## src/design/gap_run_length_codec_defines.svh

```systemverilog
// Assertion macros used by the gap run-length codec RTL.
`ifndef GAP_RUN_LENGTH_CODEC_DEFINES_SVH
`define GAP_RUN_LENGTH_CODEC_DEFINES_SVH
`ifndef SYNTH
`define GRLC_ASSERT(lbl, prop, msg) \
  lbl: assert property (@(posedge clk_i) disable iff (!rst_ni) prop) else $error(msg);
`define GRLC_ASSERT_RST(lbl, prop, msg) \
  lbl: assert property (@(posedge clk_i) prop) else $error(msg);
`else
`define GRLC_ASSERT(lbl, prop, msg)
`define GRLC_ASSERT_RST(lbl, prop, msg)
`endif
`endif

```

## src/design/grlc_pkg.sv

```systemverilog
// Types and constants of the gap run-length codec.
package grlc_pkg;

  localparam int unsigned MAX_COUNT_BITS = 16;
  localparam int unsigned REP_W          = 16;
  localparam int unsigned WIDE_W         = 20;
  localparam int unsigned SUB_W          = 17;
  localparam int unsigned NUM_DIGITS     = 5;

  localparam logic [7:0] NL_BYTE    = 8'd10;
  localparam logic [7:0] HDR_BYTE   = 8'd62;
  localparam logic [7:0] DIGIT_ZERO = 8'd48;
  localparam logic [7:0] DIGIT_NINE = 8'd57;
  localparam logic [7:0] GAP_RESET  = 8'd45;

  localparam logic REG_DIRECTION = 1'b0;
  localparam logic REG_GAP_CHAR  = 1'b1;

  localparam logic DIR_ENCODE = 1'b0;
  localparam logic DIR_DECODE = 1'b1;

  localparam logic [2:0] LAST_DIGIT_IDX = 3'd4;

  localparam logic [SUB_W-1:0] POW10 [NUM_DIGITS] = '{
    17'd10000, 17'd1000, 17'd100, 17'd10, 17'd1
  };

  typedef enum logic [1:0] {
    S_IDLE,
    S_DIGIT,
    S_GAP,
    S_BYTE
  } state_e;

endpackage

```

## src/design/gap_run_length_codec.sv

```systemverilog
// Timing: a byte with one result shows it the cycle after its request is taken.
// A byte that closes a decoded run holds the input through its own cycle, S_GAP and
// S_BYTE; one that closes an encoded run holds it through its own cycle, S_DIGIT (one
// subtraction at a time over five digit places) and S_BYTE. Output stalls can hold these states.
// In encode the single 17-bit subtractor steps through powers of ten; no byte is taken meanwhile.
// Reset (rst_ni low, async) clears control, selects encode and sets the gap to '-'.
module gap_run_length_codec #(
  parameter int unsigned COUNT_BITS = 16
) (
  input  logic        clk_i,
  input  logic        rst_ni,
  // configuration writes
  input  logic        cfg_we_i,
  input  logic        cfg_idx_i,
  input  logic [7:0]  cfg_data_i,
  // byte requests in
  input  logic        in_valid_i,
  output logic        in_ready_o,
  input  logic [7:0]  in_byte_i,
  // results out
  output logic        out_valid_o,
  input  logic        out_ready_i,
  output logic [7:0]  out_byte_o,
  output logic [15:0] repeat_count_o,
  output logic        last_of_item_o
);

`include "gap_run_length_codec_defines.svh"

  // Width of the run counter: never beyond the 16-bit repeat field.
  localparam int unsigned VW = (COUNT_BITS > grlc_pkg::MAX_COUNT_BITS) ?
                               grlc_pkg::MAX_COUNT_BITS : COUNT_BITS;
  localparam logic [grlc_pkg::WIDE_W-1:0] LIM_WIDE =
    {{(grlc_pkg::WIDE_W-VW){1'b0}}, {VW{1'b1}}};
  localparam logic [VW-1:0] LIM = {VW{1'b1}};

  // Configuration registers.
  logic       direction_q;
  logic [7:0] gap_char_q;

  // Parser state.
  logic          in_header_q, in_header_d;
  logic          at_line_start_q, at_line_start_d;
  logic [VW-1:0] run_value_q, run_value_d;
  logic          run_open_q, run_open_d;

  // Sequencer state for flushing a run.
  grlc_pkg::state_e state_q, state_d;
  logic [2:0]       idx_q, idx_d;
  logic [3:0]       dig_q, dig_d;
  logic             started_q, started_d;
  logic [7:0]       byte_q, byte_d;

  // Output register: holds one result while the next request may be taken.
  logic                      out_valid_q, out_valid_d;
  logic [7:0]                out_byte_q, out_byte_d;
  logic [grlc_pkg::REP_W-1:0] out_rep_q, out_rep_d;
  logic                      out_last_q, out_last_d;

  logic                      out_free;
  logic                      in_fire;
  logic                      is_run_byte;
  logic                      is_digit;
  logic                      need_flush;
  logic                      digit_emit;
  logic                      load;
  logic [7:0]                load_byte;
  logic [grlc_pkg::REP_W-1:0] load_rep;
  logic                      load_last;
  logic [grlc_pkg::SUB_W-1:0]  sub_res;
  logic                      sub_ge;
  logic [grlc_pkg::WIDE_W-1:0] v_wide;
  logic [grlc_pkg::WIDE_W-1:0] dec_next;

  assign out_free   = !out_valid_q || out_ready_i;
  assign in_ready_o = (state_q == grlc_pkg::S_IDLE) && out_free;
  assign in_fire    = in_valid_i && in_ready_o;

  assign is_digit    = (in_byte_i >= grlc_pkg::DIGIT_ZERO) &&
                       (in_byte_i <= grlc_pkg::DIGIT_NINE);
  assign is_run_byte = (direction_q == grlc_pkg::DIR_ENCODE) ?
                       ((in_byte_i != grlc_pkg::NL_BYTE) && (in_byte_i == gap_char_q)) :
                       is_digit;
  // A byte goes through the run path only outside headers and header openers.
  assign need_flush  = !in_header_q &&
                       !(at_line_start_q && (in_byte_i == grlc_pkg::HDR_BYTE)) &&
                       !is_run_byte && run_open_q;

  // Shared subtractor: run value against the current power of ten.
  assign sub_res = {{(grlc_pkg::SUB_W-VW){1'b0}}, run_value_q} - grlc_pkg::POW10[idx_q];
  assign sub_ge  = !sub_res[grlc_pkg::SUB_W-1];
  // Show a digit once a non-zero one has gone out, or at the units place.
  assign digit_emit = started_q || (dig_q != 4'd0) || (idx_q == grlc_pkg::LAST_DIGIT_IDX);

  // Decode accumulate: value * 10 + digit, by shift and add.
  assign v_wide   = {{(grlc_pkg::WIDE_W-VW){1'b0}}, run_value_q};
  assign dec_next = (v_wide << 3) + (v_wide << 1) +
                    {{(grlc_pkg::WIDE_W-8){1'b0}}, in_byte_i - grlc_pkg::DIGIT_ZERO};

  // Configuration writes.
  always_ff @(posedge clk_i or negedge rst_ni) begin
    if (!rst_ni) begin
      direction_q <= grlc_pkg::DIR_ENCODE;
      gap_char_q  <= grlc_pkg::GAP_RESET;
    end else if (cfg_we_i) begin
      case (cfg_idx_i)
        grlc_pkg::REG_DIRECTION: direction_q <= cfg_data_i[0];
        grlc_pkg::REG_GAP_CHAR:  gap_char_q  <= cfg_data_i;
        default: ;
      endcase
    end
  end

  // Next state of the sequencer.
  always_comb begin
    state_d = state_q;
    case (state_q)
      grlc_pkg::S_IDLE: begin
        if (in_fire && need_flush) begin
          state_d = (direction_q == grlc_pkg::DIR_DECODE) ? grlc_pkg::S_GAP :
                                                           grlc_pkg::S_DIGIT;
        end
      end
      grlc_pkg::S_DIGIT: begin
        if (!sub_ge && digit_emit && out_free && (idx_q == grlc_pkg::LAST_DIGIT_IDX)) begin
          state_d = grlc_pkg::S_BYTE;
        end
      end
      grlc_pkg::S_GAP: begin
        if ((run_value_q == '0) || out_free) begin
          state_d = grlc_pkg::S_BYTE;
        end
      end
      grlc_pkg::S_BYTE: begin
        if (out_free) begin
          state_d = grlc_pkg::S_IDLE;
        end
      end
      default: state_d = grlc_pkg::S_IDLE;
    endcase
  end

  // Datapath and result loading.
  always_comb begin
    in_header_d     = in_header_q;
    at_line_start_d = at_line_start_q;
    run_value_d     = run_value_q;
    run_open_d      = run_open_q;
    idx_d           = idx_q;
    dig_d           = dig_q;
    started_d       = started_q;
    byte_d          = byte_q;
    load            = 1'b0;
    load_byte       = in_byte_i;
    load_rep        = grlc_pkg::REP_W'(1);
    load_last       = 1'b1;
    case (state_q)
      grlc_pkg::S_IDLE: begin
        if (in_fire) begin
          if (in_header_q) begin
            // pass header bytes; newline closes the header
            load = 1'b1;
            if (in_byte_i == grlc_pkg::NL_BYTE) begin
              in_header_d     = 1'b0;
              at_line_start_d = 1'b1;
            end
          end else if (at_line_start_q && (in_byte_i == grlc_pkg::HDR_BYTE)) begin
            in_header_d     = 1'b1;
            at_line_start_d = 1'b0;
            load            = 1'b1;
          end else begin
            at_line_start_d = (in_byte_i == grlc_pkg::NL_BYTE);
            if (is_run_byte) begin
              run_open_d = 1'b1;
              if (direction_q == grlc_pkg::DIR_ENCODE) begin
                // count the gap, saturating
                if (run_value_q != LIM) begin
                  run_value_d = run_value_q + VW'(1);
                end
              end else begin
                run_value_d = (dec_next > LIM_WIDE) ? LIM : dec_next[VW-1:0];
              end
            end else if (run_open_q) begin
              // hold the byte until the open run has gone out
              byte_d    = in_byte_i;
              idx_d     = '0;
              dig_d     = '0;
              started_d = 1'b0;
            end else begin
              load = 1'b1;
            end
          end
        end
      end
      grlc_pkg::S_DIGIT: begin
        if (sub_ge) begin
          run_value_d = sub_res[VW-1:0];
          dig_d       = dig_q + 4'd1;
        end else if (!digit_emit) begin
          // drop a leading zero
          idx_d = idx_q + 3'd1;
        end else if (out_free) begin
          load      = 1'b1;
          load_byte = grlc_pkg::DIGIT_ZERO + {4'd0, dig_q};
          load_last = 1'b0;
          started_d = 1'b1;
          dig_d     = '0;
          if (idx_q != grlc_pkg::LAST_DIGIT_IDX) begin
            idx_d = idx_q + 3'd1;
          end
        end
      end
      grlc_pkg::S_GAP: begin
        if ((run_value_q != '0) && out_free) begin
          load      = 1'b1;
          load_byte = gap_char_q;
          load_rep  = grlc_pkg::REP_W'(run_value_q);
          load_last = 1'b0;
        end
      end
      grlc_pkg::S_BYTE: begin
        if (out_free) begin
          load        = 1'b1;
          load_byte   = byte_q;
          run_value_d = '0;
          run_open_d  = 1'b0;
        end
      end
      default: ;
    endcase
  end

  // Advance or refill the output register.
  always_comb begin
    out_valid_d = out_valid_q;
    out_byte_d  = out_byte_q;
    out_rep_d   = out_rep_q;
    out_last_d  = out_last_q;
    if (load) begin
      out_valid_d = 1'b1;
      out_byte_d  = load_byte;
      out_rep_d   = load_rep;
      out_last_d  = load_last;
    end else if (out_ready_i) begin
      out_valid_d = 1'b0;
    end
  end

  always_ff @(posedge clk_i or negedge rst_ni) begin
    if (!rst_ni) begin
      state_q         <= grlc_pkg::S_IDLE;
      in_header_q     <= 1'b0;
      at_line_start_q <= 1'b1;
      run_value_q     <= '0;
      run_open_q      <= 1'b0;
      idx_q           <= '0;
      dig_q           <= '0;
      started_q       <= 1'b0;
      out_valid_q     <= 1'b0;
    end else begin
      state_q         <= state_d;
      in_header_q     <= in_header_d;
      at_line_start_q <= at_line_start_d;
      run_value_q     <= run_value_d;
      run_open_q      <= run_open_d;
      idx_q           <= idx_d;
      dig_q           <= dig_d;
      started_q       <= started_d;
      out_valid_q     <= out_valid_d;
    end
  end

  // Payload registers need no reset.
  always_ff @(posedge clk_i) begin
    byte_q     <= byte_d;
    out_byte_q <= out_byte_d;
    out_rep_q  <= out_rep_d;
    out_last_q <= out_last_d;
  end

  assign out_valid_o    = out_valid_q;
  assign out_byte_o     = out_byte_q;
  assign repeat_count_o = out_rep_q;
  assign last_of_item_o = out_last_q;

  `GRLC_ASSERT(a_closed_run_empty, (!run_open_q |-> (run_value_q == '0)), "closed run holds a count")
  `GRLC_ASSERT(a_header_not_start, (in_header_q |-> !at_line_start_q), "header at line start")
  `GRLC_ASSERT(a_digit_range, ((state_q == grlc_pkg::S_DIGIT) |-> (dig_q <= 4'd9)), "digit above nine")
  `GRLC_ASSERT(a_digit_idx, ((state_q == grlc_pkg::S_DIGIT) |-> (idx_q <= grlc_pkg::LAST_DIGIT_IDX)), "digit place out of range")
  `GRLC_ASSERT_RST(a_reset_quiet, (!rst_ni |-> !out_valid_o), "result shown in reset")

endmodule
```

## config.mk

```make
export PLATFORM = sky130hd
export DESIGN_NAME = gap_run_length_codec
export DESIGN_NICKNAME = d
export VERILOG_FILES = /design/src/design/grlc_pkg.sv /design/src/design/gap_run_length_codec.sv
export VERILOG_INCLUDE_DIRS = /design/src /design/src/design
export SDC_FILE = /design/constraint.sdc
export NUM_CORES = 1
export LEC_CHECK = 0
export ABC_AREA = 1
export ABC_CLOCK_PERIOD_IN_PS = 3000
export BUFFER_PORTS_ARGS = -buffer_cell sky130_fd_sc_hd__buf_2
export CAP_MARGIN = 10
export CORE_ASPECT_RATIO = 1.25
export CORE_MARGIN = 8
export CORE_UTILIZATION = 56
export CTS_CLUSTER_DIAMETER = 80
export CTS_CLUSTER_SIZE = 28
export DETAILED_ROUTE_END_ITERATION = 16
export PLACE_DENSITY = 0.75
export SLEW_MARGIN = 20
export SYNTH_ARGS = -nofsm -noshare
export SYNTH_HDL_FRONTEND = slang
export SYNTH_SLANG_ARGS = --single-unit
```

## constraint.sdc

```tcl
create_clock -name clk_i -period 3 [get_ports clk_i]
set_input_delay 0.45 -clock clk_i [delete_from_list [all_inputs] [get_ports clk_i]]
set_output_delay 0.45 -clock clk_i [all_outputs]
set_load 0.02 [all_outputs]
```

# Word level (Yosys, flattened, before mapping)
# Memory sizes are Yosys's and may differ from the RTL's.
# Cells that the tools add are included.
[word_totals]
regBits = 72
rom_bits = 136
inputBits = 22
out_inout_bits = 27
word_cells = 186
mem_count = 1
[op_classes]
add_sub_neg = 8
n_lt_le_gt_ge = 4
n_eq_ne = 30
muxes = 82
bitwise = 5
n_reduce_logical = 41
[memory_table]
columns = ["memory", "words", "word_bits", "rd", "rd_clocked_by_memory_dff", "wr", "line", "text"]
rows = [
  ["(name not given)", 8, 17, 1, 0, 0, "gap_run_length_codec.sv:90", "assign sub_res = {{(grlc_pkg::SUB_W-VW){1'b0}}, run_value_q} - grlc_pkg::POW10[idx_q];"],
]
[op_table]
columns = ["cell", "n"]
rows = [
  ["$mux W16", 9],
  ["$pmux W16 S3", 1],
  ["$mux W8", 5],
  ["$mux W1", 35],
  ["$mux W17", 2],
  ["$mux W4", 8],
  ["$mux W3", 9],
  ["$ne A2 B2 Y1 const B", 13],
  ["$pmux W8 S3", 1],
  ["$add A19 B17 Y20", 1],
  ["$add A20 B8 Y20", 1],
  ["$gt A20 B16 Y1 const B", 1],
  ["$reduce_and A9 Y1", 2],
  ["$sub A16 B17 Y17", 1],
  ["$add A16 B1 Y16 const B", 1],
  ["$logic_not A16 Y1", 1],
  ["$ne A16 B16 Y1 const B", 1],
  ["$reduce_and A8 Y1", 2],
  ["$reduce_bool A16 Y1", 1],
  ["$ne A3 B3 Y1 const B", 5],
  ["$logic_and A1 B1 Y1", 13],
  ["$reduce_and A6 Y1", 2],
  ["$mux W2", 5],
  ["$eq A8 B4 Y1 const B", 1],
  ["other kinds (31)", 49],
]

# Longest topological paths before layout
# Gate-level depths: netlist of run 1.
[depth]
word_depth = 10
depth_mapped = 20
ltp_nobuf = 20

# Worst setup path after synthesis of run 1
# No wires, ideal clock.
[synth_timing]
kind = "register to register"
from = "register run_value_q[0]"
to = "register out_last_q, in the netlist last_of_item_o, enable pin"
setup_time_ns = 0.382
arrival_time_ns = 2.695
required_ns = 2.618
setup_slack_ns = -0.077
path_stages_with_launch = 14
n_path_buf = 0
period_less_slack_ns = 3.077
path_cell_list = "dfrtp_1 -> inv_1 -> ha_1 -> inv_1 -> fa_1 -> nand2_1 -> nand2_1 -> a21oi_1 -> o21ai_2 -> nand2_4 -> nand4_1 -> nand3_1 -> nand2_1 -> nand2_1"
[synth_between]
elab_chain_cells = 4
word_cells_on_any_way = 6
cone_classes = "add/sub (1); mux (3); reduce/logical (2)"
[synth_lines]
columns = ["element", "line", "text"]
rows = [
  ["start, declared", "gap_run_length_codec.sv:44", "logic [VW-1:0] run_value_q, run_value_d;"],
  ["start signal, assigned", "gap_run_length_codec.sv:264", "run_value_q <= run_value_d;"],
  ["parallel branches: the longest is 3 deep, another holds $sub A16 B17 Y17", "-", ""],
  ["$pmux W1 S4 *", "gap_run_length_codec.sv:157", "case (state_q)"],
  ["named net load", "gap_run_length_codec.sv:66", "logic load;"],
  ["end signal, assigned", "gap_run_length_codec.sv:278", "out_last_q <= out_last_d;"],
  ["end, declared", "gap_run_length_codec.sv:58", "logic out_last_q, out_last_d;"],
]
# Mark *: on every way through the listed nets, which the timed path passes.
# A chain may end at the register's enable or synchronous reset.

# Worst setup path after layout of run 1
[layout_timing]
from = "input port in_byte_i[4]"
to = "register run_value_q[2]"
[layout_between]
elab_chain_cells = 10
word_cells_on_any_way = 22
cone_classes = "add/sub (2); order compare (3); eq/ne (5); mux (8); reduce/logical (4)"
[layout_lines]
columns = ["element", "line", "text"]
rows = [
  ["start, declared", "gap_run_length_codec.sv:19", "input logic [7:0] in_byte_i,"],
  ["$sub A8 B6 Y8", "gap_run_length_codec.sv:98", "{{(grlc_pkg::WIDE_W-8){1'b0}}, in_byte_i - grlc_pkg::DIGIT_ZERO};"],
  ["$add A20 B8 Y20", "gap_run_length_codec.sv:97", "assign dec_next = (v_wide << 3) + (v_wide << 1) +"],
  ["$gt A20 B16 Y1", "gap_run_length_codec.sv:181", "run_value_d = (dec_next > LIM_WIDE) ? LIM : dec_next[VW-1:0];"],
  ["$mux W16", "gap_run_length_codec.sv:181", ""],
  ["$mux W16", "gap_run_length_codec.sv:175", "if (direction_q == grlc_pkg::DIR_ENCODE) begin"],
  ["$mux W16", "gap_run_length_codec.sv:173", "if (is_run_byte) begin"],
  ["$mux W16", "gap_run_length_codec.sv:167", "end else if (at_line_start_q && (in_byte_i == grlc_pkg::HDR_BYTE)) begin"],
  ["$mux W16", "gap_run_length_codec.sv:160", "if (in_header_q) begin"],
  ["$mux W16", "gap_run_length_codec.sv:159", "if (in_fire) begin"],
  ["$pmux W16 S3", "gap_run_length_codec.sv:157", ""],
]
# Parallel ways exist; a longest one is shown, timed or not. The select of a mux whose other input is x is not followed.

==> out/metrics.csv, run 1 <==
metric;value;unit
worst endpoint required time;3.22;ns
placed cell areas;7270;µm²
status;complete, no violations;
clock root buffer master;clkbuf_16;
worst-margin pin slew;0.970;ns
GR Overflow Total;0;
pin count of the biggest net entering global routing;40;
Residual DRC;0;
fin crit period;2.89;ns
Compound-Gate Fraction of Synth Area;0.129;
crit path capture type;flip-flop;
top cells by area, synth;edfxtp_1 15%, nand2_1 14%, dfrtp_1 13%;
share of cells above drive strength 1;0.178;
sequential share of the synthesized area;0.301;
Layout Nets;1114;
Clk pin slew, worst setup/hold paths;0.07;ns
n_diodes;0;
RSZ-0062 raised after global routing;true;
Final Instance Area;7690;µm²
post-DR vias/cell;5.66;
CTS tree;yes;
final setup fails;0;
Rows;44;
Slew Viols, Final;0;
Layout area overhead;17.3;%
most common cell after layout, fill and taps aside;nand2_1;
largest area contributor in the netlist;edfxtp_1;
synthesized instance count;934;
CTS HTree Levels;3;
R2R depth;15;
vias in the first global route;6196;
Final period util;0.962;
# IOs;49;
Setup TNS Final;0;ns
RD Place Congestion;0.982;
Worst Hold Class;input pin to asynchronous set/reset pin;
ys async rst share;0.542;
Die ar.;15400;µm²
post-synthesis adder-cell area fraction;0.126;
Clock Latency Late Sink;0.35;ns
CTS Buf Count;9;
Vias;6634;
Synth Warn #;0;
total track usage;0.246;
top-area cell type share of the netlist area;0.151;
Die X-Extent;113;µm
Finished Core Util;0.668;
IO Port Bufs;48;
Synth Area in Simple Gates;0.326;
core footprint;11500;µm²
Worst setup SP type;input pin;
max_cap viols;0;
Yosys cell types;51;
Fmax achieved;0.346;GHz
Starting Density;0.570;
critical path arrival;3.10;ns
Final HPWL DP;14700;µm
Post-Synth XOR/XNOR Area;0.0241;
wirelength, routed;19200;µm
Synth Net Count;1018;
router iterations before antenna repair;5;
relative slew slack;0.353;
Cell Area, Synth;6560;µm²
final clock skew;0.00655;ns
combinational family with the most area after synthesis;simple AND/OR/NAND/NOR gates;
first-pass GRT wire length;30100;µm
clock buffer depth;2;
clk sinks;72;
final hold vios;0;
commonest non-fill, non-tap cells in the layout;241 x nand2_1, 125 x inv_1, 114 x nor2_1;
CP Max Fanout;7;
Initial DRC Count;531;
Crit Path Category;input pin to flip-flop;
fillers;1006;
Routed WL per cell;16.4;µm
post-synthesis sequential element count;72;
post-synthesis mux area share;0.00344;
EDFF count, synth;33;
die height;137;µm
antenna violations before repair;0;
Post-synth top flop;dfrtp_1;
antenna-violating nets left;0;
Mean Syn Cell Area;7.02;µm²
Post-CTS Hold Buffers;0;
==> logic make-up after synthesis <==
group	after synthesis
AOI/OAI and AO/OA	143
xor gates and xnor gates	18
adders and majority gates	62
buffers and inverters	150
DFF	72
muxes	2
and+or+nand+nor	487
==> flip-flops by register name, summed over array words and instances (netlist names), 2 cells and up <==
name / flops
dig_q: 4
byte_q: 8
state_q: 2
idx_q: 3
repeat_count_o: 16
gap_char_q: 8
run_value_q: 16
out_byte_o: 8
==> metrics by stage <==
step           hold slack, ns  instances  setup WS, ns
2_1_floorplan           0.154        934         0.153
3_3_place_gp            0.497       1152        -0.131
3_5_place_dp            0.494       1152        -0.196
4_1_cts                 0.288       1168        0.0836
5_1_grt                 0.314       1173       -0.0864
6_report                0.258       1173         0.114
==> critical path, cell delays in order <==
cell and delay, ns:
buf_2 0.11, inv_1 0.06, ha_1 0.30, fa_1 0.44
ha_1 0.34, or2_1 0.26, nand3_1 0.13, nand2_1 0.09
nand2_1 0.09, nand2_1 0.06, nand2_1 0.10, nand2_1 0.06
nor2_1 0.11, nand2_2 0.12, o21bai_1 0.27, a21boi_1 0.12
==> cell usage after synthesis (6+ instances only) <==
cell type,instances
nand3_1,70
clkbuf_1,7
xnor2_1,8
xor2_1,10
ha_1,55
nand4_1,11
a21oi_1,49
dfrtp_1,34
buf_2,6
nor2_1,116
nor3_1,12
o21ai_1,10
edfxtp_1,33
inv_1,125
a21oi_2,6
nand3_2,6
inv_2,7
fa_1,7
o21ai_0,39
o21bai_1,7
nand2_1,244
a21boi_1,6
==> timing repair <==
action | CTS | global route
endpoints found under the setup margin | 0 | 47
buffers inserted | 0 | 2
gates resized for setup | 0 | 17
==> final cells by class <==
cell class,count,area [µm²],share of cell area
tap,138,173,0.0225
sequential,72,1980,0.257
multi-input combinational,715,4100,0.533
clock buffer,9,225,0.0293
inverter,134,503,0.0654
clock inverter,7,73.8,0.00960
timing repair buffer,98,641,0.0833
==> path summary, 6_finish.rpt <==
check / startpoint / to / slack [ns]
max: in_byte_i[4] / run_value_q[2] / 0.11
min: rst_ni / gap_char_q[1] / 0.26
max reg2reg: run_value_q[0] / run_value_q[2] / 0.12
min reg2reg: started_q / started_q / 0.51
max in group asynchronous: rst_ni / run_value_q[0] / 2.08
min in group clk_i: cfg_we_i / direction_q / 0.30
==> routing by layer <==
layer / GRT usage / wire [µm]
met1: 0.267 / 7290
met2: 0.443 / 9580
met4: 0.145 / 997
met3: 0.0437 / 1330
met5: 0 / 0
Power of run 1 is not shown: default switching activity piles up to over one toggle a cycle in this logic, so the estimate is an artifact.
==> run 2: changes to the inputs <==
--- a/config.mk
+++ b/config.mk
@@ -12,11 +12,11 @@
 export CAP_MARGIN = 10
 export CORE_ASPECT_RATIO = 1.25
 export CORE_MARGIN = 8
-export CORE_UTILIZATION = 56
+export CORE_UTILIZATION = 50
 export CTS_CLUSTER_DIAMETER = 80
-export CTS_CLUSTER_SIZE = 28
+export CTS_CLUSTER_SIZE = 25
 export DETAILED_ROUTE_END_ITERATION = 16
-export PLACE_DENSITY = 0.75
+export PLACE_DENSITY = 0.68
 export SLEW_MARGIN = 20
 export SYNTH_ARGS = -nofsm -noshare
 export SYNTH_HDL_FRONTEND = slang
==> run 2 against run 1 <==
Effect of this change:
- setup slack improved by 0.040 ns
- die area grew 10%
- highest routed layer unchanged
- maximum frequency rose by 1.4%
- register-to-register slack improved by 0.03 ns
- cell count up 4.0%
- count of clock-buffer cells in the layout is 1 higher
- via count shrank 2.0%
- critical endpoint unchanged
- utilization decreased by 6.3 points
- flip-flop and latch count stayed put
- non-clock buffer count up 16
- worst hold slack better by 0.0049 ns
- clock skew increased by 0.0044 ns
==> out/metrics.csv, run 2 (synthesis results as in run 1) <==
metric;value;unit;change
max_cap viols;0;;unchanged
CP max stage cell;fa_1;;
Slew Viols, Final;0;;unchanged
reg2reg start;run_value_q[0];;
core footprint;13100;µm²;+13%
Clock Latency Late Sink;0.35;ns;about the same
router iterations before antenna repair;5;;unchanged
pin count of the biggest net entering global routing;40;;unchanged
Final period util;0.949;;-0.0135
Rows;47;;+6.8%
Routed WL per cell;15.9;µm;-3.0%
final setup fails;0;;unchanged
Crit path largest cell delay;0.53;ns;+0.09 ns
clock root buffer master;clkbuf_16;;
CP top delay family;simple AND/OR/NAND/NOR gates;;
Initial DRC Count;363;;-32%
CTS HTree Levels;3;;unchanged
clk sinks;72;;unchanged
Crit Path Category;flip-flop to flip-flop;;
total track usage;0.225;;-0.0209
worst-margin pin slew;0.973;ns;+0.00268 ns
CTS Buf Count;9;;unchanged
clock buffer depth;2;;unchanged
fillers;1275;;+27%
final clock skew;0.0109;ns;+0.00436 ns
Die ar.;17100;µm²;+10%
final hold vios;0;;unchanged
placed cell areas;7370;µm²;+1.5%
antenna violations before repair;0;;unchanged
CTS tree;yes;;
RD Place Congestion;0.970;;-1.2%
commonest non-fill, non-tap cells in the layout;234 x nand2_1, 124 x inv_1, 116 x nor2_1;;
Worst Path Buf+Inv;2;;unchanged
most common cell after layout, fill and taps aside;nand2_1;;
antenna-violating nets left;0;;unchanged
post-DR vias/cell;5.33;;-5.7%
vias in the first global route;6205;;+0.15%
worst endpoint required time;3.21;ns;about the same
die height;144;µm;+5.2%
share of cells above drive strength 1;0.195;;+0.0176
crit path capture type;flip-flop;;
area of the multi-input gates;4090;µm²;-0.34%
RR Endpoint;run_value_q[2];;
Post-CTS Hold Buffers;0;;unchanged
fin crit period;2.85;ns;-0.0404 ns
first-pass GRT wire length;30700;µm;+2.0%
Worst Hold Class;input pin to asynchronous set/reset pin;;
Fmax achieved;0.351;GHz;+1.4%
GR Overflow Total;0;;unchanged
relative slew slack;0.352;;-0.00179
IO Port Bufs;48;;unchanged
# IOs;49;;unchanged
Starting Density;0.502;;-0.0676
Layout area overhead;20.5;%;
Die X-Extent;118;µm;+5.0%
Vias;6504;;-2.0%
R2R depth;16;;+1
Clk pin slew, worst setup/hold paths;0.07;ns;about the same
Final Instance Area;7900;µm²;+2.7%
R2R setup slack;0.15;ns;+0.03 ns
wirelength, routed;19400;µm;+0.88%
Most Frequent Cell on Critical Path;nand2_1;;
n_diodes;0;;unchanged
critical path arrival;3.06;ns;-0.04 ns
Residual DRC;0;;unchanged
status;complete, no violations;;
Final HPWL DP;14800;µm;+0.97%
Critical Path, Cell by Cell;fa_1, buf_4, buf_4, ha_1, nand3_1, nand3_2, nand2_1, nand2_1, nand2_2, nand2_1, nand2_1, nand2_1, nor2_1, nand2_2, o21bai_1, a21boi_1;;
register area;1980;µm²;unchanged
Worst setup SP type;flip-flop;;
CP Max Fanout;7;;unchanged
Layout Nets;1128;;+1.3%
-- run 2: cell types whose count changed in the layout (fill, tap and decap cells not counted), sizes merged --
cell	before	now
clkinv	5	3
bufinv	0	1
clkinvlp	0	1
nand4	14	12
clkbuf	9	11
inv	136	135
buf	98	113
-- run 2: worst max path at each step --
stage / depth (start not counted) / to / startpoint / slack (ns)
after floorplan: 13 / last_of_item_o / run_value_q[0] / 0.15
final: 16 / run_value_q[2] / run_value_q[0] / 0.15
after global placement: 19 / run_value_q[14] / in_byte_i[4] / -0.14
after CTS: 19 / run_value_q[15] / run_value_q[0] / 0.06
after detailed placement: 19 / run_value_q[14] / in_byte_i[4] / -0.23
after global routing: 18 / run_value_q[15] / run_value_q[0] / -0.03
-- run 2: through the flow --
step | setup TNS [ns] | hold WS [ns] | cells | setup slack [ns] | util
after global routing | -0.0516 | 0.338 | 1220 | -0.0268 | 0.605
after detailed placement | -2.93 | 0.487 | 1194 | -0.226 | 0.565
after floorplan | 0 | 0.154 | 934 | 0.153 | -
final | 0 | 0.263 | 1220 | 0.154 | 0.605
after CTS | 0 | 0.297 | 1210 | 0.0623 | 0.589
after global placement | -1.74 | 0.488 | 1194 | -0.142 | 0.565
-- run 2: metal layers --
metal | GRT usage | share of wire | up-vias
li1 | - | - | 3272
met1 | 0.247 | 0.40 | 2969
met2 | 0.412 | 0.50 | 201
met3 | 0.0355 | 0.055 | 62
met4 | 0.123 | 0.052 | 0
met5 | 0 | 0 | -
-- run 2: area by class of cell --
| cell class | count | area share |
|---|---|---|
| tap | 171 | 0.0271 |
| sequential | 72 | 0.250 |
| timing repair buffer | 114 | 0.101 |
| inverter | 134 | 0.0642 |
| multi-input combinational | 713 | 0.517 |
| clock buffer | 10 | 0.0317 |
| clock inverter | 6 | 0.00887 |
-- run 2: what timing repair did --
item | CTS | global route
gates resized for setup | 0 | 26
endpoints found under the hold margin | 0 | 0
buffers inserted | 0 | 7
endpoints found under the setup margin | 0 | 47
Power of run 2 is left out for the same reason.
